**src/rtl/core/mrh_pkg.sv**
```systemverilog
package mrh_pkg;

  localparam int CAPACITY_DEF   = 1024;
  localparam int KEY_BITS_DEF   = 32;
  localparam int VALUE_BITS_DEF = 32;

  localparam logic [1:0] ST_OK    = 2'd0;
  localparam logic [1:0] ST_EMPTY = 2'd1;
  localparam logic [1:0] ST_FULL  = 2'd2;
  localparam logic [1:0] ST_LOW   = 2'd3;

  typedef enum logic [3:0] {
    OP_NONE,
    OP_LOAD,
    OP_ERR,
    OP_PUSH_RD,
    OP_PUSH_WR,
    OP_REF_RD,
    OP_REF_LD,
    OP_WALK,
    OP_WALK_W,
    OP_REP,
    OP_REP_S,
    OP_REP_K,
    OP_REP_B,
    OP_POP_RD,
    OP_POP_B,
    OP_POP_E
  } op_t;

  typedef struct packed {
    op_t op;
  } cmd_t;

  typedef struct packed {
    logic is_pop;
    logic err;
    logic used0;
    logic walk_done;
    logic rep_done;
  } stat_t;

endpackage

```
**src/rtl/core/mrh_ctrl.sv**
```systemverilog
module mrh_ctrl (
  input  logic          clk,
  input  logic          rst,
  input  logic          in_valid,
  output logic          in_ready,
  output logic          out_valid,
  input  logic          out_ready,
  input  mrh_pkg::stat_t st,
  output mrh_pkg::cmd_t  cmd
);

  typedef enum logic [3:0] {
    S_IDLE, S_CHECK, S_ERR, S_PUSH_RD, S_PUSH_WR, S_REF_RD, S_REF_LD, S_WALK,
    S_WALK_W, S_REP, S_REP_S, S_REP_K, S_REP_B, S_POP_RD, S_POP_B, S_POP_E
  } state_t;

  state_t state, state_next;
  logic   hold;
  logic   finish;

  assign hold     = out_valid && !out_ready;
  assign in_ready = (state == S_IDLE);

  always_comb begin
    state_next = state;
    cmd.op     = mrh_pkg::OP_NONE;
    finish     = 1'b0;
    case (state)
      S_IDLE: begin
        if (in_valid) begin
          cmd.op     = mrh_pkg::OP_LOAD;
          state_next = S_CHECK;
        end
      end
      S_CHECK: begin
        if (st.err) state_next = S_ERR;
        else if (!st.is_pop) state_next = S_PUSH_RD;
        else if (st.used0) state_next = S_POP_RD;
        else state_next = S_REF_RD;
      end
      S_ERR: begin
        if (!hold) begin
          cmd.op     = mrh_pkg::OP_ERR;
          finish     = 1'b1;
          state_next = S_IDLE;
        end
      end
      S_PUSH_RD: begin
        cmd.op     = mrh_pkg::OP_PUSH_RD;
        state_next = S_PUSH_WR;
      end
      S_PUSH_WR: begin
        if (!hold) begin
          cmd.op     = mrh_pkg::OP_PUSH_WR;
          finish     = 1'b1;
          state_next = S_IDLE;
        end
      end
      S_REF_RD: begin
        cmd.op     = mrh_pkg::OP_REF_RD;
        state_next = S_REF_LD;
      end
      S_REF_LD: begin
        cmd.op     = mrh_pkg::OP_REF_LD;
        state_next = S_WALK;
      end
      S_WALK: begin
        if (st.walk_done) state_next = S_REP;
        else begin
          cmd.op     = mrh_pkg::OP_WALK;
          state_next = S_WALK_W;
        end
      end
      S_WALK_W: begin
        cmd.op     = mrh_pkg::OP_WALK_W;
        state_next = S_WALK;
      end
      S_REP: begin
        if (st.rep_done) state_next = S_POP_RD;
        else begin
          cmd.op     = mrh_pkg::OP_REP;
          state_next = S_REP_S;
        end
      end
      S_REP_S: begin
        cmd.op     = mrh_pkg::OP_REP_S;
        state_next = S_REP_K;
      end
      S_REP_K: begin
        cmd.op     = mrh_pkg::OP_REP_K;
        state_next = S_REP_B;
      end
      S_REP_B: begin
        cmd.op     = mrh_pkg::OP_REP_B;
        state_next = S_REP;
      end
      S_POP_RD: begin
        cmd.op     = mrh_pkg::OP_POP_RD;
        state_next = S_POP_B;
      end
      S_POP_B: begin
        cmd.op     = mrh_pkg::OP_POP_B;
        state_next = S_POP_E;
      end
      S_POP_E: begin
        if (!hold) begin
          cmd.op     = mrh_pkg::OP_POP_E;
          finish     = 1'b1;
          state_next = S_IDLE;
        end
      end
      default: state_next = S_IDLE;
    endcase
  end

  always_ff @(posedge clk) begin
    if (rst) begin
      state     <= S_IDLE;
      out_valid <= 1'b0;
    end else begin
      state <= state_next;
      if (finish) out_valid <= 1'b1;
      else if (out_ready) out_valid <= 1'b0;
    end
  end

endmodule

```
**config.mk**
```make
export PLATFORM = sky130hd
export DESIGN_NAME = mrh_ctrl
export DESIGN_NICKNAME = d
export VERILOG_FILES = /design/src/rtl/core/mrh_pkg.sv /design/src/rtl/core/mrh_ctrl.sv
export SDC_FILE = /design/constraint.sdc
export NUM_CORES = 1
export LEC_CHECK = 0
export ABC_AREA = 1
export BUFFER_PORTS_ARGS = -buffer_cell sky130_fd_sc_hd__buf_2
export CORE_UTILIZATION = 25
export CTS_BUF_LIST = sky130_fd_sc_hd__clkbuf_8
export DETAILED_ROUTE_END_ITERATION = 8
export PLACE_DENSITY = 0.49
export SLEW_MARGIN = 10
export SYNTH_ARGS = -nofsm -noshare
export SYNTH_HDL_FRONTEND = slang
export SYNTH_SLANG_ARGS = --single-unit
```
**constraint.sdc**
```tcl
create_clock -name clk -period 1.54 [get_ports clk]
set_input_delay 0.308 -clock clk [delete_from_list [all_inputs] [get_ports clk]]
set_output_delay 0.308 -clock clk [all_outputs]
set_load 0.05 [all_outputs]
```
==> impl_results.md, run 1 <==
* Reg2reg start: state[1]$_SDFFE_PP0P_
* Die X at 50.3 um
* Syn. warnings at 0
* Nets at between 150 and 200
* Via count at 854
* Final hold vios at 0
* First-pass GRT wire length at between 3000 and 4000 um
* Design Power at between 2 and 3 mW
* Max Buffers Root-to-Sink at 2
* Post-route setup TNS at -0.285 ns
* Hold slack final at approximately 0.3 ns
* Drt drc at 0
* RSZ-0062 raised after global routing: yes
* ANT nets after route at 0
* Final setup violation count at 5
* Worst-path clk slew at 0.04 ns
* Dpl hpwl at about 1600 um
* Largest net degree at the start of global routing at 8
* Post-route insts no fill at 190
* Hold endpoint: state[1]$_SDFFE_PP0P_
* Synthesized area per cell at 5.04 um^2
* Max-cap viol count at 0
* Ys async rst share at 0
* Die area at 2530 um^2
* Register bit count reported by yosys at 5
* Initial antenna violation count at 0
* Flip-flop and latch area at roughly 120 um^2
* Setup crit end kind: primary output
* Initial DRC Count at 20
* Clk root buf: clkbuf_8
* Fin crit share at 1.06
* Clock sinks at 5
* Reg-to-reg slack, setup at around 0.11 ns
* GRT overflow at 0
* Status: complete, but fails checks
* Worst vdd ir at 0.00127 V
* FF-to-FF path depth at 11
* Area Growth Syn to Fin at 95.5%
* Initial DRT Pass Iterations at 4
* Place WS at -0.0939 ns
* Routed length per instance at between 10 and 15 um
* Cell count after synthesis at roughly 120
* Area of the multi-input gates at 519 um^2
* RD Place Congestion at 0.891
* Post-placement cell count at 178
* CP arrival at 1.33 ns
* Post-route cell area at about 1100 um^2
* Total track usage at 0.167
* Synth cell types at 18
* Slew at the pin with the worst max-slew slack at between 0.2 and 0.25 ns
* Worst Hold Path Cells at 2
* Crit start category: flip-flop
* Clock latency on the worst-skew pair at 0.22 ns
* Syn Std Cell Area at 584 um^2
* # rows at 17
* Antenna cell count at 0
* Maximum fanout along the worst path at 6
* Min-delay worst type: in2reg
* Die Ht at between 50 and 60 um
* CTS tree: yes
* Post-layout min period at 1.64 ns
* Fillers at between 200 and 250
* Final worst slack at -0.0952 ns
* Main synth FF type: dfxtp_1
* Final Util at 0.516
* Top Ports at 15
* Core area at 2210 um^2
* Vias/cell at 4.49
* Worst r2r dst: state[0]$_SDFFE_PP0P_
* Failing checks: setup timing
* Layout cells sized above 1 at 0.556
* Post-placement cell area at approximately 880 um^2
* Worst endpoint required time at 1.23 ns
* Min-delay src: rst
* H-Tree Depth at 1
* Post-synth EDFFs at 0
* Max-slew violations at 0
* Leakage at 0.616 nW
* Total Wirelength at about 2000 um
* Setup Skew at 0.000269 ns
* Fmax at 0.612 GHz
* Sequential cell area fraction in the yosys report at 0.171
* Crit path kind: reg2out
* Num CTS Buffers at 3
* Syn Nets at 125
* Power per cell area at about 2200 nW/um^2
* Vias in the first global route at 768
* Slew headroom at 0.836
* Starting Density at 0.264
* Input/output buffers at 14
==> power breakdown <==
group,internal [mW],switching (mW)
clock network,0.171,0.0637
logic,0.816,1.09
registers,0.221,0.139
total,1.21,1.30
==> final cells by class <==
| class | count | area share |
|---|---|---|
| Clock buffer | 3 | 0.0361 |
| Clock inverter | 1 | 0.00329 |
| Inverter | 19 | 0.0756 |
| Multi-Input combinational cell | 90 | 0.455 |
| Sequential cell | 5 | 0.104 |
| Tap cell | 28 | 0.0307 |
| Timing Repair Buffer | 44 | 0.296 |
==> repair_timing <==
item | in CTS | in global routing
endpoints found under the hold margin | 0 | 0
buffers inserted | 2 | 6
endpoints found under the setup margin | 5 | 5
hold buffers | 0 | 0
gates resized for setup | 37 | 18
pin swaps | 4 | 9
==> per-layer routing <==
metal	track usage	vias up	wire length, um
met2	0.296	21	1020
met3	0.0182	6	72
met4	0.0278	0	54
li1	-	450	-
met1	0.218	377	903
met5	0	-	0
==> layout by cell type (no fill, tap or decap), types with 2 or more instances in the layout <==
master    netlist  routed
nand2_1        36      29
buf_4           1      28
nor2_1         26      15
inv_1          15      12
buf_2           1       9
nor2_2          1       8
nand3_1        11       8
nand2_2         3       6
buf_6           0       6
nor2_4          1       5
nand2_4         1       5
dfxtp_4         0       5
inv_4           0       4
nand3_2         1       4
inv_2           4       3
a21oi_1         3       3
clkbuf_8        0       3
o21ai_1         0       2
nand4_1         2       2
==> worst max-delay path: stages (launching register included) <==
cell and delay (ns):
dfxtp_4 0.41, buf_6 0.13, nor2_4 0.04, nand2_2 0.06
nor2_2 0.04, nor3_2 0.15, nand4_1 0.12, buf_6 0.17
==> worst max-delay path by stage <==
stage                                       from      to  slack, ns  depth (start not counted)
after floorplan           out_valid$_SDFFE_PP0P_  cmd[1]      -0.09                          5
after global placement     state[0]$_SDFFE_PP0P_  cmd[1]      -0.08                          7
after detailed placement   state[0]$_SDFFE_PP0P_  cmd[0]      -0.09                          7
after CTS                  state[3]$_SDFFE_PP0P_  cmd[1]       -0.1                          8
after global routing       state[1]$_SDFFE_PP0P_  cmd[2]      -0.20                          6
final                      state[0]$_SDFFE_PP0P_  cmd[1]       -0.1                          7
==> registers in the layout (all words and copies together), names as in the netlist <==
signal	flops
state	4
out_valid	1
==> synthesized netlist by cell type, types with 2 or more instances <==
master,instances,area [um^2]
o21ai_0,3,15.0
nand2_1,36,135
dfxtp_1,5,100
a21oi_1,3,15.0
nand3_1,11,55.1
nand4_1,2,12.5
nand2_2,3,18.8
inv_1,15,56.3
nor2_1,26,97.6
inv_2,4,15.0
==> logic make-up after synthesis <==
kind of cell / count (synthesis) / synth area share
simple gates: 83 / 0.621
buf+inv: 21 / 0.143
compound gates: 7 / 0.0642
flops: 5 / 0.171
Note: power is estimated with default switching activity, not from simulation.
==> run 2, diff against run 1 <==
--- a/config.mk
+++ b/config.mk
@@ -5,7 +5,7 @@
 export SDC_FILE = /design/constraint.sdc
 export NUM_CORES = 1
 export LEC_CHECK = 0
-export ABC_AREA = 1
+export ABC_AREA = 0
 export BUFFER_PORTS_ARGS = -buffer_cell sky130_fd_sc_hd__buf_2
 export CORE_UTILIZATION = 25
 export CTS_BUF_LIST = sky130_fd_sc_hd__clkbuf_8
==> run 2 against run 1 <==
  * The run still ends with setup timing left
  * Highest routed layer is now met3
  * Critical path type unchanged
  * First-iteration DRC count increased by 35%
  * Area after synthesis decreased by 3.0%
  * Sequential power decreased by 45%
==> impl_results.md, run 2 <==
* Status: complete, but fails checks
* Failing checks: setup timing
* Sw Pwr at 0.411 mW (-68%)
* Area contributors post-synth: dfxtp_1, nand2_1, nor2_1
* Synthesized area per cell at 7.08 um^2 (+41%)
* Synth cell types at 34 (+16)
* Slew headroom at 0.811 (-0.0254)
* Syn Nets at 89 (-29%)
* Die area at 2460 um^2 (-2.9%)
* Fin crit share at 1.08 (+0.0161)
* Fmax at 0.602 GHz (-1.5%)
* Final Util at 0.453 (-0.0630)
* Post-placement cell count at 126 (-29%)
* Antenna cell count at 0 (unchanged)
* Max reg flops at 4 (unchanged)
* # rows at 16 (-1)
* Critical path, cell by cell: buf_6 -> nor4_4 -> nand2_1 -> o211ai_1 -> buf_4
* Die X at 49.6 um (-1.4%)
* WL met2 at 904 um (-11%)
* Sequential cell area fraction in the yosys report at 0.177 (+0.00529)
* Clock power frac at 0.241 (+0.147)
* Worst endpoint required time at 1.23 ns (about the same)
* Setup Skew at 0.00384 ns (+0.00357 ns)
* Slew at the pin with the worst max-slew slack at 0.282 ns (+0.0347 ns)
* Total Wirelength at 1850 um (-9.7%)
* Initial DRT Pass Iterations at 4 (unchanged)
* Yosys top cell by area: dfxtp_1
* Main synth FF type: dfxtp_1
* Min-delay worst type: in2reg
* Critical Path Max Stage Delay at 0.36 ns (-0.05 ns)
* Max-slew violations at 0 (unchanged)
* Initial DRC Count at 27 (+35%)
* Int Pwr at 0.594 mW (-51%)
* Dpl hpwl at 1210 um (-24%)
* Starting Density at 0.278 (+0.0134)
* Largest regs: state: 4 flops, out_valid: 1 flops
* Highest metal used: met3
* Cell count after synthesis at 80 (-31%)
* Vias/cell at 5.18 (+15%)
* Max Buffers Root-to-Sink at 2 (unchanged)
* ANT nets after route at 0 (unchanged)
* Max-cap viol count at 0 (unchanged)
* Sequential share of power at 0.196 (+0.052)
* Ys async rst share at 0 (unchanged)
* Worst vdd ir at 0.000545 V (-57%)
* Via count at 725 (-15%)
* Final hold vios at 0 (unchanged)
* H-Tree Depth at 1 (unchanged)
* Power per cell area at 1090 nW/um^2 (-51%)
* Vias in the first global route at 660 (-14%)
* Worst-path clk slew at 0.04 ns (about the same)
* WL met1 at 856 um (-5.2%)
* Nets at 123 (-28%)
* Met3 routed WL at 88 um (+22%)
* Initial antenna violation count at 0 (unchanged)
* Cell with the most instances after synthesis: nand2_1
* Leakage at 0.399 nW (-35%)
* Layout cells sized above 1 at 0.496 (-0.0600)
* Place WS at -0.0148 ns (+0.0791 ns)
* Routed length per instance at 13.2 um (+23%)
* Total track usage at 0.162 (-0.00523)
* Clock sinks at 5 (unchanged)
* Hold slack final at 0.359 ns (+0.0513 ns)
* Slowest-stage cell, CP: dfxtp_4
* Commonest non-fill, non-tap cell in the layout: buf_4
* Design Power at 1.00 mW (-60%)
* Crit path kind: reg2out
* GRT overflow at 0 (unchanged)
* Commonest non-fill, non-tap cells in the layout: buf_4, nand2_1, nor2_1, buf_2, buf_6
* Final setup violation count at 4 (-1)
* Final worst slack at -0.120 ns (-0.0248 ns)
* Top cell types by occurrence after synthesis: nand2_1, nor2_1, o21ai_0, dfxtp_1
* Maximum fanout along the worst path at 7 (+1)
* Crit start category: flip-flop
* First-pass GRT wire length at 3020 um (-7.0%)
* Fillers at 231 (+3.6%)
* Post-route insts no fill at 140 (-26%)
* Input/output buffers at 14 (unchanged)
* Drt drc at 0 (unchanged)
* Top Ports at 15 (unchanged)
* Syn Std Cell Area at 567 um^2 (-3.0%)
* Top reg by flops: state
* Area Growth Syn to Fin at 63.4%
* Register bit count reported by yosys at 5 (unchanged)
* Num CTS Buffers at 3 (unchanged)
* CP arrival at 1.35 ns (+0.02 ns)
* Syn. warnings at 0 (unchanged)
* Combinational power share at 0.563 (-0.200)
* Clk root buf: clkbuf_8
* Die Ht at 49.6 um (-1.4%)
* Post-synth EDFFs at 0 (unchanged)
* RSZ-0062 raised after global routing: yes
* Clock latency on the worst-skew pair at 0.22 ns (about the same)
* Largest net degree at the start of global routing at 13 (+5)
* Setup crit end kind: primary output
* Sw Ratio at 0.409 (-0.108)
* CTS tree: yes
* RD Place Congestion at 0.781 (-12%)
* Post-layout min period at 1.66 ns (+0.0248 ns)
* Post-synth top area share at 0.177 (-0.0547)
* Core area at 2040 um^2 (-7.7%)
[run 2: cell types whose count changed after synthesis, sizes merged, moves of 3 or more]
cell    previous run  this run
a31oi              0         3
buf                2         8
inv               19         1
nand2             40        11
nand2b             0         3
nand3             12         3
nor2              28         9
o21ai              3         8
[run 2: critical path: cells and delay by family, from the launching register on]
family	cells	cell delay (ns)
flops	1	0.36
buf+inv	2	0.35
simple gates	2	0.33
compound gates	1	0.09
[run 2: final timing paths]
path | start | to | slack [ns] | cells after the start
max | state[2]$_SDFFE_PP0P_ | cmd[0] | -0.12 | 5
min | rst | state[1]$_SDFFE_PP0P_ | 0.36 | 2
max reg2reg | state[1]$_SDFFE_PP0P_ | state[0]$_SDFFE_PP0P_ | 0.07 | 7
min reg2reg | state[2]$_SDFFE_PP0P_ | state[2]$_SDFFE_PP0P_ | 0.69 | 3
[run 2: cell families after synthesis]
group           count (synthesis)  share of synthesized area
compound gates                 28                      0.333
simple gates                   38                      0.366
buf+inv                         9                      0.124
flops                           5                      0.177
[run 2: metrics by stage]
| stage | setup TNS (ns) | area (um^2) |
|---|---|---|
| global route | -0.573 | 926 |
| global placement | -0.0356 | 716 |
| detailed placement | -0.0148 | 716 |
| finish | -0.281 | 926 |
| floorplan | -1.26 | 588 |
| CTS | -0.362 | 855 |
[run 2: area by class of cell]
class / count / area [um^2] / area share
Multi-Input combinational cell: 66 / 442 / 0.477
Timing Repair Buffer: 37 / 285 / 0.308
Sequential cell: 5 / 116 / 0.126
Clock buffer: 3 / 41.3 / 0.0446
Tap cell: 27 / 33.8 / 0.0365
Clock inverter: 1 / 3.75 / 0.00405
Inverter: 1 / 3.75 / 0.00405
[run 2: timing repair]
item,CTS,global route
setup endpoints to repair,5,5
hold buffers,0,0
pin swaps,5,3
gates resized for setup,19,13
gates cloned,0,0
setup buffers,7,3
[run 2: power groups by stage]
stage	registers [mW]	clock network (mW)	logic [mW]
after floorplan	0.177	0	0.371
after global placement	0.198	0	0.438
after detailed placement	0.194	0	0.439
after CTS	0.191	0.247	0.488
after global routing	0.201	0.263	0.607
final	0.197	0.242	0.566
[run 2: layer usage]
metal,up-vias,global-route usage
met5,-,0
met2,23,0.257
met3,0,0.0525
li1,361,-
met1,341,0.208
met4,0,0.0429
